$ cat src/design/crs_pkg.sv
// Shared constants, types and index tables for the Cramer's rule solver.
`default_nettype none

package crs_pkg;

    localparam int MAX_SIZE   = 3;
    localparam int VALUE_BITS = 16;
    localparam int FRAC_BITS  = 16;

    localparam int IDX_W  = 2;                     // row / column / variable fields
    localparam int ADDR_W = (MAX_SIZE > 1) ? $clog2(MAX_SIZE) : 1;
    localparam int DET_W  = 49;                    // main_determinant field
    localparam int SOL_W  = 64;                    // solution field
    localparam int MULA_W = 2 * VALUE_BITS;        // running product after two factors
    localparam int PROD_W = 3 * VALUE_BITS;        // product of three factors
    localparam int TERM_W = 3;                     // up to six Sarrus terms
    localparam int DCNT_W = $clog2(SOL_W + 1);     // divider step counter

    localparam logic [IDX_W-1:0] IDX_LIMIT = IDX_W'(MAX_SIZE);
    localparam logic [IDX_W-1:0] COL_NONE  = IDX_W'(MAX_SIZE);

    typedef enum logic [1:0] {
        CMD_COEF  = 2'd0,
        CMD_RHS   = 2'd1,
        CMD_SOLVE = 2'd2,
        CMD_NONE  = 2'd3
    } cmd_t;

    typedef enum logic [3:0] {
        ST_IDLE,
        ST_CLEAR,
        ST_LOAD,
        ST_MUL1,
        ST_MUL2,
        ST_ACC,
        ST_SAVE,
        ST_DIV,
        ST_WAIT,
        ST_EMIT
    } state_t;

    // Commands from controller to datapath.
    typedef struct packed {
        logic             clr_acc;
        logic             load;
        logic             mul;
        logic             acc_en;
        logic             acc_sub;
        logic             save_det;
        logic             div_start;
        logic             emit;
        logic [IDX_W-1:0] elem_row;
        logic [IDX_W-1:0] elem_col;
        logic             use_rhs;
        logic [IDX_W-1:0] var_idx;
        logic             last;
    } ctl_t;

    // Status from datapath to controller.
    typedef struct packed {
        logic acc_zero;
        logic div_done;
        logic out_free;
    } st_t;

    // Column of factor j (row j) in term t of the determinant.
    function automatic logic [IDX_W-1:0] term_col(input logic size3,
                                                   input logic [TERM_W-1:0] t,
                                                   input logic [IDX_W-1:0] j);
        logic [TERM_W:0] c;
        c = '0;
        if (size3) begin
            if (t < TERM_W'(3)) begin
                c = {1'b0, t} + (TERM_W+1)'(j);
            end
            else begin
                c = {1'b0, t} - (TERM_W+1)'(j);   // (t-3) + 3 - j
            end
            if (c >= (TERM_W+1)'(3)) begin
                c = c - (TERM_W+1)'(3);
            end
        end
        else begin
            c = (t == '0) ? (TERM_W+1)'(j) : ((TERM_W+1)'(1) - (TERM_W+1)'(j));
        end
        return c[IDX_W-1:0];
    endfunction

    function automatic logic term_sub(input logic size3, input logic [TERM_W-1:0] t);
        return size3 ? (t >= TERM_W'(3)) : (t == TERM_W'(1));
    endfunction

endpackage

`default_nettype wire

$ cat src/design/crs_if.sv
// Item channel interfaces for solver requests and results.
`default_nettype none

interface crs_req_if;
    import crs_pkg::*;

    logic                          valid;
    logic                          ready;
    logic [1:0]                    command;
    logic [IDX_W-1:0]              row;
    logic [IDX_W-1:0]              column;
    logic signed [VALUE_BITS-1:0]  value;

    modport source (output valid, command, row, column, value, input ready);
    modport sink   (input valid, command, row, column, value, output ready);
endinterface

interface crs_res_if;
    import crs_pkg::*;

    logic                     valid;
    logic                     ready;
    logic [IDX_W-1:0]         variable_index;
    logic signed [SOL_W-1:0]  solution;
    logic signed [DET_W-1:0]  main_determinant;
    logic                     singular;
    logic                     last;

    modport source (output valid, variable_index, solution, main_determinant, singular, last,
                    input ready);
    modport sink   (input valid, variable_index, solution, main_determinant, singular, last,
                    output ready);
endinterface

`default_nettype wire

$ cat src/design/cramer_rule_solver.sv
// Cramer's rule solver top level: 2x2 / 3x3 integer systems, fixed-point results.
// Write items (coefficient / right-hand side) are stored as accepted; the next item follows at once.
// Solve, size 3 or 2: the main determinant first, then for each unknown the column-replaced
// determinant, the bit-serial divider and the emit. A singular system emits each unknown
// without dividing. A stalled result channel holds the sequencer.
// Reset (async, active low) clears both stores, sets system_size to 3, empties the output.
`default_nettype none

module cramer_rule_solver (
    input  wire logic        clk,
    input  wire logic        rst_n,
    crs_req_if.sink          request,
    crs_res_if.source        result,
    input  wire logic        system_size_we,
    input  wire logic [1:0]  system_size_wdata
);
    import crs_pkg::*;

    ctl_t ctl;
    st_t  st;
    logic in_ready;
    logic in_fire;
    cmd_t in_command;

    // Items are taken only while the sequencer is idle; a write lands in the
    // store at the accepting edge, a solve starts the determinant walk.
    assign request.ready = in_ready;
    assign in_fire       = request.valid && in_ready;
    assign in_command    = cmd_t'(request.command);

    // Sequencer: walks the Sarrus / cross-product terms one factor per cycle,
    // then hands each quotient to the divider and waits for the output slot.
    crs_ctrl u_ctrl (
        .clk        (clk),
        .rst_n      (rst_n),
        .cfg_we     (system_size_we),
        .cfg_wdata  (system_size_wdata),
        .in_fire    (in_fire),
        .in_command (in_command),
        .st         (st),
        .ctl        (ctl),
        .in_ready   (in_ready)
    );

    // Datapath: stores, one shared signed multiplier, accumulator, divider,
    // and the result register that decouples the result channel.
    crs_datapath u_dp (
        .clk        (clk),
        .rst_n      (rst_n),
        .ctl        (ctl),
        .st         (st),
        .wr_fire    (in_fire),
        .wr_command (in_command),
        .wr_row     (request.row),
        .wr_column  (request.column),
        .wr_value   (request.value),
        .result     (result)
    );

endmodule

`default_nettype wire

$ cat src/design/crs_divider.sv
// Restoring unsigned divider, one quotient bit per cycle.
`default_nettype none

module crs_divider (
    input  wire logic                        clk,
    input  wire logic                        rst_n,
    input  wire logic                        start,
    input  wire logic [crs_pkg::SOL_W-1:0]   dividend,
    input  wire logic [crs_pkg::DET_W-1:0]   divisor,
    output logic                             done,
    output logic [crs_pkg::SOL_W-1:0]        quotient
);
    import crs_pkg::*;

    logic [DCNT_W-1:0] cnt_reg, cnt_next;
    logic [SOL_W-1:0]  quo_reg, quo_next;
    logic [DET_W-1:0]  rem_reg, rem_next;
    logic [DET_W-1:0]  den_reg, den_next;
    logic [DET_W:0]    shifted;
    logic [DET_W:0]    diff;
    logic              fits;

    always_comb
    begin
        shifted  = {rem_reg, quo_reg[SOL_W-1]};
        diff     = shifted - {1'b0, den_reg};
        fits     = (shifted >= {1'b0, den_reg});
        cnt_next = cnt_reg;
        quo_next = quo_reg;
        rem_next = rem_reg;
        den_next = den_reg;
        if (start)
        begin
            cnt_next = DCNT_W'(SOL_W);
            quo_next = dividend;
            rem_next = '0;
            den_next = divisor;
        end
        else if (cnt_reg != '0)
        begin
            cnt_next = cnt_reg - DCNT_W'(1);
            quo_next = {quo_reg[SOL_W-2:0], fits};
            rem_next = fits ? diff[DET_W-1:0] : shifted[DET_W-1:0];
        end
    end

    always_ff @(posedge clk or negedge rst_n)
    begin
        if (!rst_n)
        begin
            cnt_reg <= '0;
        end
        else
        begin
            cnt_reg <= cnt_next;
        end
    end

    always_ff @(posedge clk)
    begin
        quo_reg <= quo_next;
        rem_reg <= rem_next;
        den_reg <= den_next;
    end

    assign done     = (cnt_reg == DCNT_W'(1));
    assign quotient = quo_reg;

endmodule

`default_nettype wire

$ cat src/design/crs_ctrl.sv
// Solve sequencer: determinant term walk, divide and result emission.
`default_nettype none

module crs_ctrl (
    input  wire logic            clk,
    input  wire logic            rst_n,
    input  wire logic            cfg_we,
    input  wire logic [1:0]      cfg_wdata,
    input  wire logic            in_fire,
    input  wire crs_pkg::cmd_t   in_command,
    input  wire crs_pkg::st_t    st,
    output crs_pkg::ctl_t        ctl,
    output logic                 in_ready
);
    import crs_pkg::*;

    state_t            state_reg, state_next;
    logic [1:0]        system_size_reg, system_size_next;
    logic              size3_reg, size3_next;
    logic              main_reg, main_next;      // computing the main determinant
    logic              sing_reg, sing_next;
    logic [TERM_W-1:0] term_reg, term_next;
    logic [IDX_W-1:0]  k_reg, k_next;
    logic [IDX_W-1:0]  rep_col_reg, rep_col_next;
    logic [IDX_W-1:0]  factor;
    logic              term_last;
    logic              var_last;

    assign term_last = (term_reg == (size3_reg ? TERM_W'(5) : TERM_W'(1)));
    assign var_last  = (k_reg == (size3_reg ? IDX_W'(2) : IDX_W'(1)));

    // Next state and counters
    always_comb
    begin
        state_next       = state_reg;
        system_size_next = cfg_we ? cfg_wdata : system_size_reg;
        size3_next       = size3_reg;
        main_next        = main_reg;
        sing_next        = sing_reg;
        term_next        = term_reg;
        k_next           = k_reg;
        rep_col_next     = rep_col_reg;
        case (state_reg)
            ST_IDLE:
            begin
                if (in_fire && (in_command == CMD_SOLVE))
                begin
                    size3_next   = (MAX_SIZE >= 3) && (system_size_reg >= 2'd3);
                    main_next    = 1'b1;
                    sing_next    = 1'b0;
                    term_next    = '0;
                    k_next       = '0;
                    rep_col_next = COL_NONE;
                    state_next   = ST_CLEAR;
                end
            end
            ST_CLEAR:
            begin
                term_next  = '0;
                state_next = ST_LOAD;
            end
            ST_LOAD:  state_next = ST_MUL1;
            ST_MUL1:  state_next = size3_reg ? ST_MUL2 : ST_ACC;
            ST_MUL2:  state_next = ST_ACC;
            ST_ACC:
            begin
                if (term_last)
                begin
                    state_next = main_reg ? ST_SAVE : ST_DIV;
                end
                else
                begin
                    term_next  = term_reg + TERM_W'(1);
                    state_next = ST_LOAD;
                end
            end
            ST_SAVE:
            begin
                main_next    = 1'b0;
                sing_next    = st.acc_zero;
                k_next       = '0;
                rep_col_next = '0;
                state_next   = st.acc_zero ? ST_EMIT : ST_CLEAR;
            end
            ST_DIV:   state_next = ST_WAIT;
            ST_WAIT:  state_next = st.div_done ? ST_EMIT : ST_WAIT;
            ST_EMIT:
            begin
                if (st.out_free)
                begin
                    if (var_last)
                    begin
                        k_next     = '0;
                        state_next = ST_IDLE;
                    end
                    else
                    begin
                        k_next       = k_reg + IDX_W'(1);
                        rep_col_next = k_reg + IDX_W'(1);
                        state_next   = sing_reg ? ST_EMIT : ST_CLEAR;
                    end
                end
            end
            default:  state_next = ST_IDLE;
        endcase
    end

    // Outputs
    always_comb
    begin
        factor = '0;
        case (state_reg)
            ST_MUL1: factor = IDX_W'(1);
            ST_MUL2: factor = IDX_W'(2);
            default: factor = '0;
        endcase
        ctl           = '0;
        ctl.elem_row  = factor;
        ctl.elem_col  = term_col(size3_reg, term_reg, factor);
        ctl.use_rhs   = (ctl.elem_col == rep_col_reg);
        ctl.acc_sub   = term_sub(size3_reg, term_reg);
        ctl.var_idx   = k_reg;
        ctl.last      = var_last;
        in_ready      = 1'b0;
        case (state_reg)
            ST_IDLE:  in_ready      = 1'b1;
            ST_CLEAR: ctl.clr_acc   = 1'b1;
            ST_LOAD:  ctl.load      = 1'b1;
            ST_MUL1:  ctl.mul       = 1'b1;
            ST_MUL2:  ctl.mul       = 1'b1;
            ST_ACC:   ctl.acc_en    = 1'b1;
            ST_SAVE:  ctl.save_det  = 1'b1;
            ST_DIV:   ctl.div_start = 1'b1;
            ST_EMIT:  ctl.emit      = st.out_free;
            default:  in_ready      = 1'b0;
        endcase
    end

    always_ff @(posedge clk or negedge rst_n)
    begin
        if (!rst_n)
        begin
            state_reg       <= ST_IDLE;
            system_size_reg <= 2'd3;
            size3_reg       <= 1'b0;
            main_reg        <= 1'b0;
            sing_reg        <= 1'b0;
            term_reg        <= '0;
            k_reg           <= '0;
            rep_col_reg     <= COL_NONE;
        end
        else
        begin
            state_reg       <= state_next;
            system_size_reg <= system_size_next;
            size3_reg       <= size3_next;
            main_reg        <= main_next;
            sing_reg        <= sing_next;
            term_reg        <= term_next;
            k_reg           <= k_next;
            rep_col_reg     <= rep_col_next;
        end
    end

    a_solve_starts: assert property (@(posedge clk) disable iff (!rst_n)
        (in_fire && (in_command == CMD_SOLVE)) |=> (state_reg == ST_CLEAR))
        else $error("solve item did not start a determinant pass");

    a_term_range: assert property (@(posedge clk) disable iff (!rst_n)
        (!size3_reg && (state_reg != ST_IDLE)) |-> (term_reg <= TERM_W'(1)))
        else $error("term counter past size-2 range");

    a_rhs_only_in_vars: assert property (@(posedge clk) disable iff (!rst_n)
        (main_reg && (state_reg != ST_IDLE)) |-> !ctl.use_rhs)
        else $error("right-hand side used in main determinant");

    a_emit_after_div: assert property (@(posedge clk) disable iff (!rst_n)
        (state_reg == ST_WAIT && st.div_done) |=> (state_reg == ST_EMIT))
        else $error("divider result not emitted");

endmodule

`default_nettype wire

$ cat src/design/crs_datapath.sv
// Element stores, shared multiplier, accumulator, divider and result register.
`default_nettype none

module crs_datapath (
    input  wire logic                               clk,
    input  wire logic                               rst_n,
    input  wire crs_pkg::ctl_t                      ctl,
    output crs_pkg::st_t                            st,
    input  wire logic                               wr_fire,
    input  wire crs_pkg::cmd_t                      wr_command,
    input  wire logic [crs_pkg::IDX_W-1:0]          wr_row,
    input  wire logic [crs_pkg::IDX_W-1:0]          wr_column,
    input  wire logic signed [crs_pkg::VALUE_BITS-1:0] wr_value,
    crs_res_if.source                               result
);
    import crs_pkg::*;

    logic signed [VALUE_BITS-1:0] coef_reg [MAX_SIZE][MAX_SIZE];
    logic signed [VALUE_BITS-1:0] rhs_reg  [MAX_SIZE];
    logic signed [PROD_W-1:0]     prod_reg, prod_next;
    logic signed [DET_W-1:0]      acc_reg, acc_next;
    logic signed [DET_W-1:0]      det_reg;
    logic                         neg_reg;
    logic signed [VALUE_BITS-1:0] elem;
    logic signed [PROD_W-1:0]     mul_res;
    logic [DET_W-1:0]             mag_num, mag_den;
    logic [SOL_W-1:0]             num_ext, dividend;
    logic [SOL_W-1:0]             quo;
    logic [SOL_W-1:0]             sol;
    logic                         div_done;
    logic                         singular;
    logic                         out_valid_reg, out_valid_next;
    logic [IDX_W-1:0]             out_idx_reg;
    logic [SOL_W-1:0]             out_sol_reg;
    logic signed [DET_W-1:0]      out_det_reg;
    logic                         out_sing_reg;
    logic                         out_last_reg;

    // Element fetch with column replacement
    always_comb
    begin
        if (ctl.use_rhs)
        begin
            elem = rhs_reg[ctl.elem_row[ADDR_W-1:0]];
        end
        else
        begin
            elem = coef_reg[ctl.elem_row[ADDR_W-1:0]][ctl.elem_col[ADDR_W-1:0]];
        end
    end

    assign mul_res = $signed(prod_reg[MULA_W-1:0]) * elem;

    always_comb
    begin
        prod_next = prod_reg;
        if (ctl.load)
        begin
            prod_next = PROD_W'(elem);
        end
        else if (ctl.mul)
        begin
            prod_next = mul_res;
        end
        acc_next = acc_reg;
        if (ctl.clr_acc)
        begin
            acc_next = '0;
        end
        else if (ctl.acc_en)
        begin
            acc_next = ctl.acc_sub ? (acc_reg - DET_W'(prod_reg))
                                   : (acc_reg + DET_W'(prod_reg));
        end
    end

    // Divider operands: magnitudes, numerator scaled to fixed point
    assign mag_num  = acc_reg[DET_W-1] ? DET_W'(-acc_reg) : DET_W'(acc_reg);
    assign mag_den  = det_reg[DET_W-1] ? DET_W'(-det_reg) : DET_W'(det_reg);
    assign num_ext  = SOL_W'(mag_num);
    assign dividend = num_ext << FRAC_BITS;

    crs_divider u_div (
        .clk      (clk),
        .rst_n    (rst_n),
        .start    (ctl.div_start),
        .dividend (dividend),
        .divisor  (mag_den),
        .done     (div_done),
        .quotient (quo)
    );

    // Sign and saturation
    assign singular = (det_reg == '0);
    always_comb
    begin
        if (singular)
        begin
            sol = '0;
        end
        else if (neg_reg)
        begin
            sol = quo[SOL_W-1] ? {1'b1, {(SOL_W-1){1'b0}}} : (~quo + SOL_W'(1));
        end
        else
        begin
            sol = quo[SOL_W-1] ? {1'b0, {(SOL_W-1){1'b1}}} : quo;
        end
    end

    assign out_valid_next = ctl.emit ? 1'b1 : (result.ready ? 1'b0 : out_valid_reg);

    always_ff @(posedge clk or negedge rst_n)
    begin
        if (!rst_n)
        begin
            for (int r = 0; r < MAX_SIZE; r++)
            begin
                rhs_reg[r] <= '0;
                for (int c = 0; c < MAX_SIZE; c++)
                begin
                    coef_reg[r][c] <= '0;
                end
            end
            out_valid_reg <= 1'b0;
        end
        else
        begin
            if (wr_fire && (wr_command == CMD_COEF) && (wr_row < IDX_LIMIT)
                && (wr_column < IDX_LIMIT))
            begin
                coef_reg[wr_row[ADDR_W-1:0]][wr_column[ADDR_W-1:0]] <= wr_value;
            end
            if (wr_fire && (wr_command == CMD_RHS) && (wr_row < IDX_LIMIT))
            begin
                rhs_reg[wr_row[ADDR_W-1:0]] <= wr_value;
            end
            out_valid_reg <= out_valid_next;
        end
    end

    always_ff @(posedge clk)
    begin
        prod_reg <= prod_next;
        acc_reg  <= acc_next;
        if (ctl.save_det)
        begin
            det_reg <= acc_reg;
        end
        if (ctl.div_start)
        begin
            neg_reg <= acc_reg[DET_W-1] ^ det_reg[DET_W-1];
        end
        if (ctl.emit)
        begin
            out_idx_reg  <= ctl.var_idx;
            out_sol_reg  <= sol;
            out_det_reg  <= det_reg;
            out_sing_reg <= singular;
            out_last_reg <= ctl.last;
        end
    end

    assign st.acc_zero = (acc_reg == '0);
    assign st.div_done = div_done;
    assign st.out_free = !out_valid_reg || result.ready;

    assign result.valid            = out_valid_reg;
    assign result.variable_index   = out_idx_reg;
    assign result.solution         = out_sol_reg;
    assign result.main_determinant = out_det_reg;
    assign result.singular         = out_sing_reg;
    assign result.last             = out_last_reg;

endmodule

`default_nettype wire

$ cat src/flat_wrapper.sv
// flat-port wrapper written by rule: the top's interface ports become plain ports
module cramer_rule_solver_flat import crs_pkg::*;
  (clk, rst_n, system_size_we, system_size_wdata, request_valid, request_command, request_row, request_column, request_value, request_ready, result_valid, result_variable_index, result_solution, result_main_determinant, result_singular, result_last, result_ready);
  crs_req_if request_i ();
  crs_res_if result_i ();
  input  wire logic clk;
  input  wire logic rst_n;
  input  wire logic system_size_we;
  input  wire logic [1:0] system_size_wdata;
  input wire logic [$bits(request_i.valid)-1:0] request_valid;
  input wire logic [$bits(request_i.command)-1:0] request_command;
  input wire logic [$bits(request_i.row)-1:0] request_row;
  input wire logic [$bits(request_i.column)-1:0] request_column;
  input wire logic [$bits(request_i.value)-1:0] request_value;
  output wire logic [$bits(request_i.ready)-1:0] request_ready;
  output wire logic [$bits(result_i.valid)-1:0] result_valid;
  output wire logic [$bits(result_i.variable_index)-1:0] result_variable_index;
  output wire logic [$bits(result_i.solution)-1:0] result_solution;
  output wire logic [$bits(result_i.main_determinant)-1:0] result_main_determinant;
  output wire logic [$bits(result_i.singular)-1:0] result_singular;
  output wire logic [$bits(result_i.last)-1:0] result_last;
  input wire logic [$bits(result_i.ready)-1:0] result_ready;
  assign request_i.valid = request_valid;
  assign request_i.command = request_command;
  assign request_i.row = request_row;
  assign request_i.column = request_column;
  assign request_i.value = request_value;
  assign request_ready = request_i.ready;
  assign result_valid = result_i.valid;
  assign result_variable_index = result_i.variable_index;
  assign result_solution = result_i.solution;
  assign result_main_determinant = result_i.main_determinant;
  assign result_singular = result_i.singular;
  assign result_last = result_i.last;
  assign result_i.ready = result_ready;
  cramer_rule_solver u_core (.clk(clk), .rst_n(rst_n), .request(request_i), .result(result_i), .system_size_we(system_size_we), .system_size_wdata(system_size_wdata));
endmodule
$ cat config.mk
export PLATFORM = sky130hd
export DESIGN_NAME = cramer_rule_solver_flat
export DESIGN_NICKNAME = d
export VERILOG_FILES = /design/src/design/crs_pkg.sv /design/src/design/crs_if.sv /design/src/design/cramer_rule_solver.sv /design/src/design/crs_divider.sv /design/src/design/crs_ctrl.sv /design/src/design/crs_datapath.sv /design/src/flat_wrapper.sv
export SDC_FILE = /design/constraint.sdc
export NUM_CORES = 2
export LEC_CHECK = 0
export ABC_AREA = 1
export BUFFER_PORTS_ARGS = -buffer_cell sky130_fd_sc_hd__buf_2
export CORE_ASPECT_RATIO = 0.75
export CORE_UTILIZATION = 35
export DETAILED_ROUTE_END_ITERATION = 10
export SYNTH_ARGS = -nofsm -noshare
export SYNTH_HDL_FRONTEND = slang
export SYNTH_HIERARCHICAL = 1
export SYNTH_SLANG_ARGS = --single-unit
$ cat constraint.sdc
create_clock -name clk -period 13.8 [get_ports clk]
set_clock_uncertainty 0.2 [all_clocks]
set_input_delay 0.69 -clock clk [delete_from_list [all_inputs] [get_ports clk]]
set_output_delay 0.69 -clock clk [all_outputs]
set_load 0.05 [all_outputs]
==> flow_metrics.tcl <==
set metrics [dict create \
    status "finished clean" \
    crit_path_frequent_cell "nand2_1" \
    ff2ff_path_depth 45 \
    die_h_um 360.6 \
    grt_max_degree 109 \
    synth_ff_type "edfxtp_1" \
    grt_use_total 0.2607 \
    worstSetupStartpointType "flip-flop" \
    synthCells 8211 \
    start_util 0.3527 \
    ys_types 69 \
    synth_area_leaders "edfxtp_1, fa_1, nand2_1" \
    cp.required_ps 14020 \
    ys_seq_area_frac 0.2870 \
    drtIter0Drc 6724 \
    wl_met2_mm 89.89 \
    worst_pin_slew_ps 1180 \
    slew_viol_final 0 \
    slew_headroom 0.2109 \
    cts_tree "yes" \
    arrival_ps 12190 \
    cts.sinks 642 \
    final_cell_count_no_fill 10588 \
    fin_nets 9004 \
    tns_ps 0 \
    synth_top_cell_by_area "edfxtp_1" \
    synth_common_cells "nand2_1, inv_1, nor2_1" \
    startpoint "u_core/u_ctrl/state_reg[3]" \
    fin_crit_ps 11970 \
    routed_wirelength_mm 227.8 \
    h-tree-depth 3 \
    crit_fanout 35 \
    cts_resized 0 \
    slowest_stage "inv_2" \
    area_growth_pct 9.503 \
    async_flop_share 0.3364 \
    worstSetupPathType "flip-flop to flip-flop" \
    avgSynthCellArea_um2 7.307 \
    endpoint "u_core/u_dp/prod_reg[43]" \
    ios 148 \
    row_count 131 \
    netlist.area_leader.share 0.1642 \
    die_x_um 480.1 \
    multiInputGateArea_um2 35740 \
    largest_reg_flops 144 \
    crit_cells 45 \
    finalWeightedCongestion 1.013 \
    holdWs_ps 44.79 \
    topRoutingLayerUsed "met5" \
    drcViolationCount 0 \
    wl_per_cell_um 21.52 \
    rsz0062_at_grt "false" \
    worstHoldPathType "input pin to flip-flop" \
    period_share 0.8672 \
    synth_most_common_cell "nand2_1" \
    grt_pass1_vias 52279 \
    holdPathStages 3 \
    numCtsBuffers 78 \
    synth_edf_count 328 \
    route.antenna.remaining_nets 0 \
    dr.pass1.iters 8 \
    m1WireLength_mm 108.2 \
    grt_pass1_wl_mm 339.5 \
    num_vias 55106 \
    cts_buffer_depth 3 \
    cp_num_buf_inv 11 \
    worst_setup_path_end_kind "flip-flop" \
    numPortBuffers 147 \
    die_area_um2 173100 \
    cp_slowest_stage_delay_ps 670 \
    path_clk_slew_ps 60 \
    ctsHoldBuffers 11 \
    cts_root_buffer "clkbuf_16" \
    drv_cap 0 \
    insertion_delay_ps 720 \
    synth_warnings 6 \
    postCtsSetupBuffers 0 \
    timing.rr.start "u_core/u_ctrl/state_reg[3]" \
    fill_cells 17998 \
    setup_viol 0 \
    synth_seq_cells 642 \
    via_per_inst 5.205 \
    layout-drive-gt1-share 0.06366 \
    r2r_end "u_core/u_dp/prod_reg[43]" \
    route.met3.wl_mm 24.63 \
    placed_cells_incl_taps 10430 \
    overflow 0 \
    cpLargestDelayFamily "adder cells" \
    seqCellArea_um2 17220 \
    finalHoldViolations 0 \
    dp_hpwl_mm 178.2 \
    max_freq_mhz 83.56 \
    fp.coreArea_um2 170100 \
    rrSetupSlack_ps 1830 \
    grt_antenna_before_repair 4 \
    syn_area_um2 60000 \
]
[worst reg2reg max path, delay by kind of cell, from the launching register on]
kind	cells	cell delay (ps)
AND/OR/NAND/NOR	20	3220
flip-flops	1	450
adder cells (fa/ha/maj)	10	4650
buffers and inverters	11	2310
AO/OA/AOI/OAI	4	860
[how the worst min path moves through the flow]
stage	start	slack, ps	endpoint
6_report	request_value[15]	40	u_core/u_dp/rhs_reg[15]
5_1_grt	request_value[15]	10	u_core/u_dp/rhs_reg[15]
4_1_cts	request_value[15]	3	u_core/u_dp/rhs_reg[15]
3_5_place_dp	u_core/u_ctrl/k_reg[1]	230	u_core/u_dp/result.variable_index[1]
3_3_place_gp	u_core/u_ctrl/k_reg[1]	240	u_core/u_dp/result.variable_index[1]
2_1_floorplan	rst_n	190	u_core/u_ctrl/k_reg[0]
[cells in the final DEF (no fill, tap or decap), types with 98 or more instances in the layout]
cell type / n
fa_1: 489
ha_1: 226
buf_2: 146
dfrtp_1: 212
o21ai_0: 497
nand3_1: 313
nand2_1: 2092
edfxtp_1: 328
nor2_1: 1034
dfxtp_1: 98
a21oi_1: 291
xor2_1: 166
inv_1: 1515
nand4_1: 138
[area by class of cell]
type | count | share of cell area
well taps | 2261 | 0.04306
clock buffers | 98 | 0.03224
multi-input cells | 5745 | 0.5439
clock inverters | 47 | 0.007979
diodes | 2 | 0.00007617
inverters | 1563 | 0.08935
flip-flops and latches | 642 | 0.2621
repair buffers | 230 | 0.02125
[cells by family after synthesis]
logic type	count (synthesis)	share of synthesized area
flip-flops	642	0.2870
AO/OA/AOI/OAI	916	0.08149
XOR/XNOR	245	0.03576
AND/OR/NAND/NOR	3851	0.2654
buffers and inverters	1839	0.1196
other	1	0.00006250
adder cells (fa/ha/maj)	715	0.2103
multiplexers	2	0.0003753
[metal layers]
layer,track usage,vias to the layer above
li1,-,25444
met5,0,-
met4,0.05662,4
met3,0.06050,249
met2,0.3557,2595
met1,0.4078,26814
[metrics by stage]
step	worst slack [ps]	cell area [um2]	util
5_1_grt	1117	65700	0.3861
2_1_floorplan	4537	60060	-
3_3_place_gp	2078	62940	0.3700
3_5_place_dp	2062	62940	0.3700
6_report	1832	65700	0.3862
4_1_cts	1979	65700	0.3861
Power is left out: the tool's default activity adds up to more than one toggle a clock period on the data nets, which glitch-free logic cannot reach.
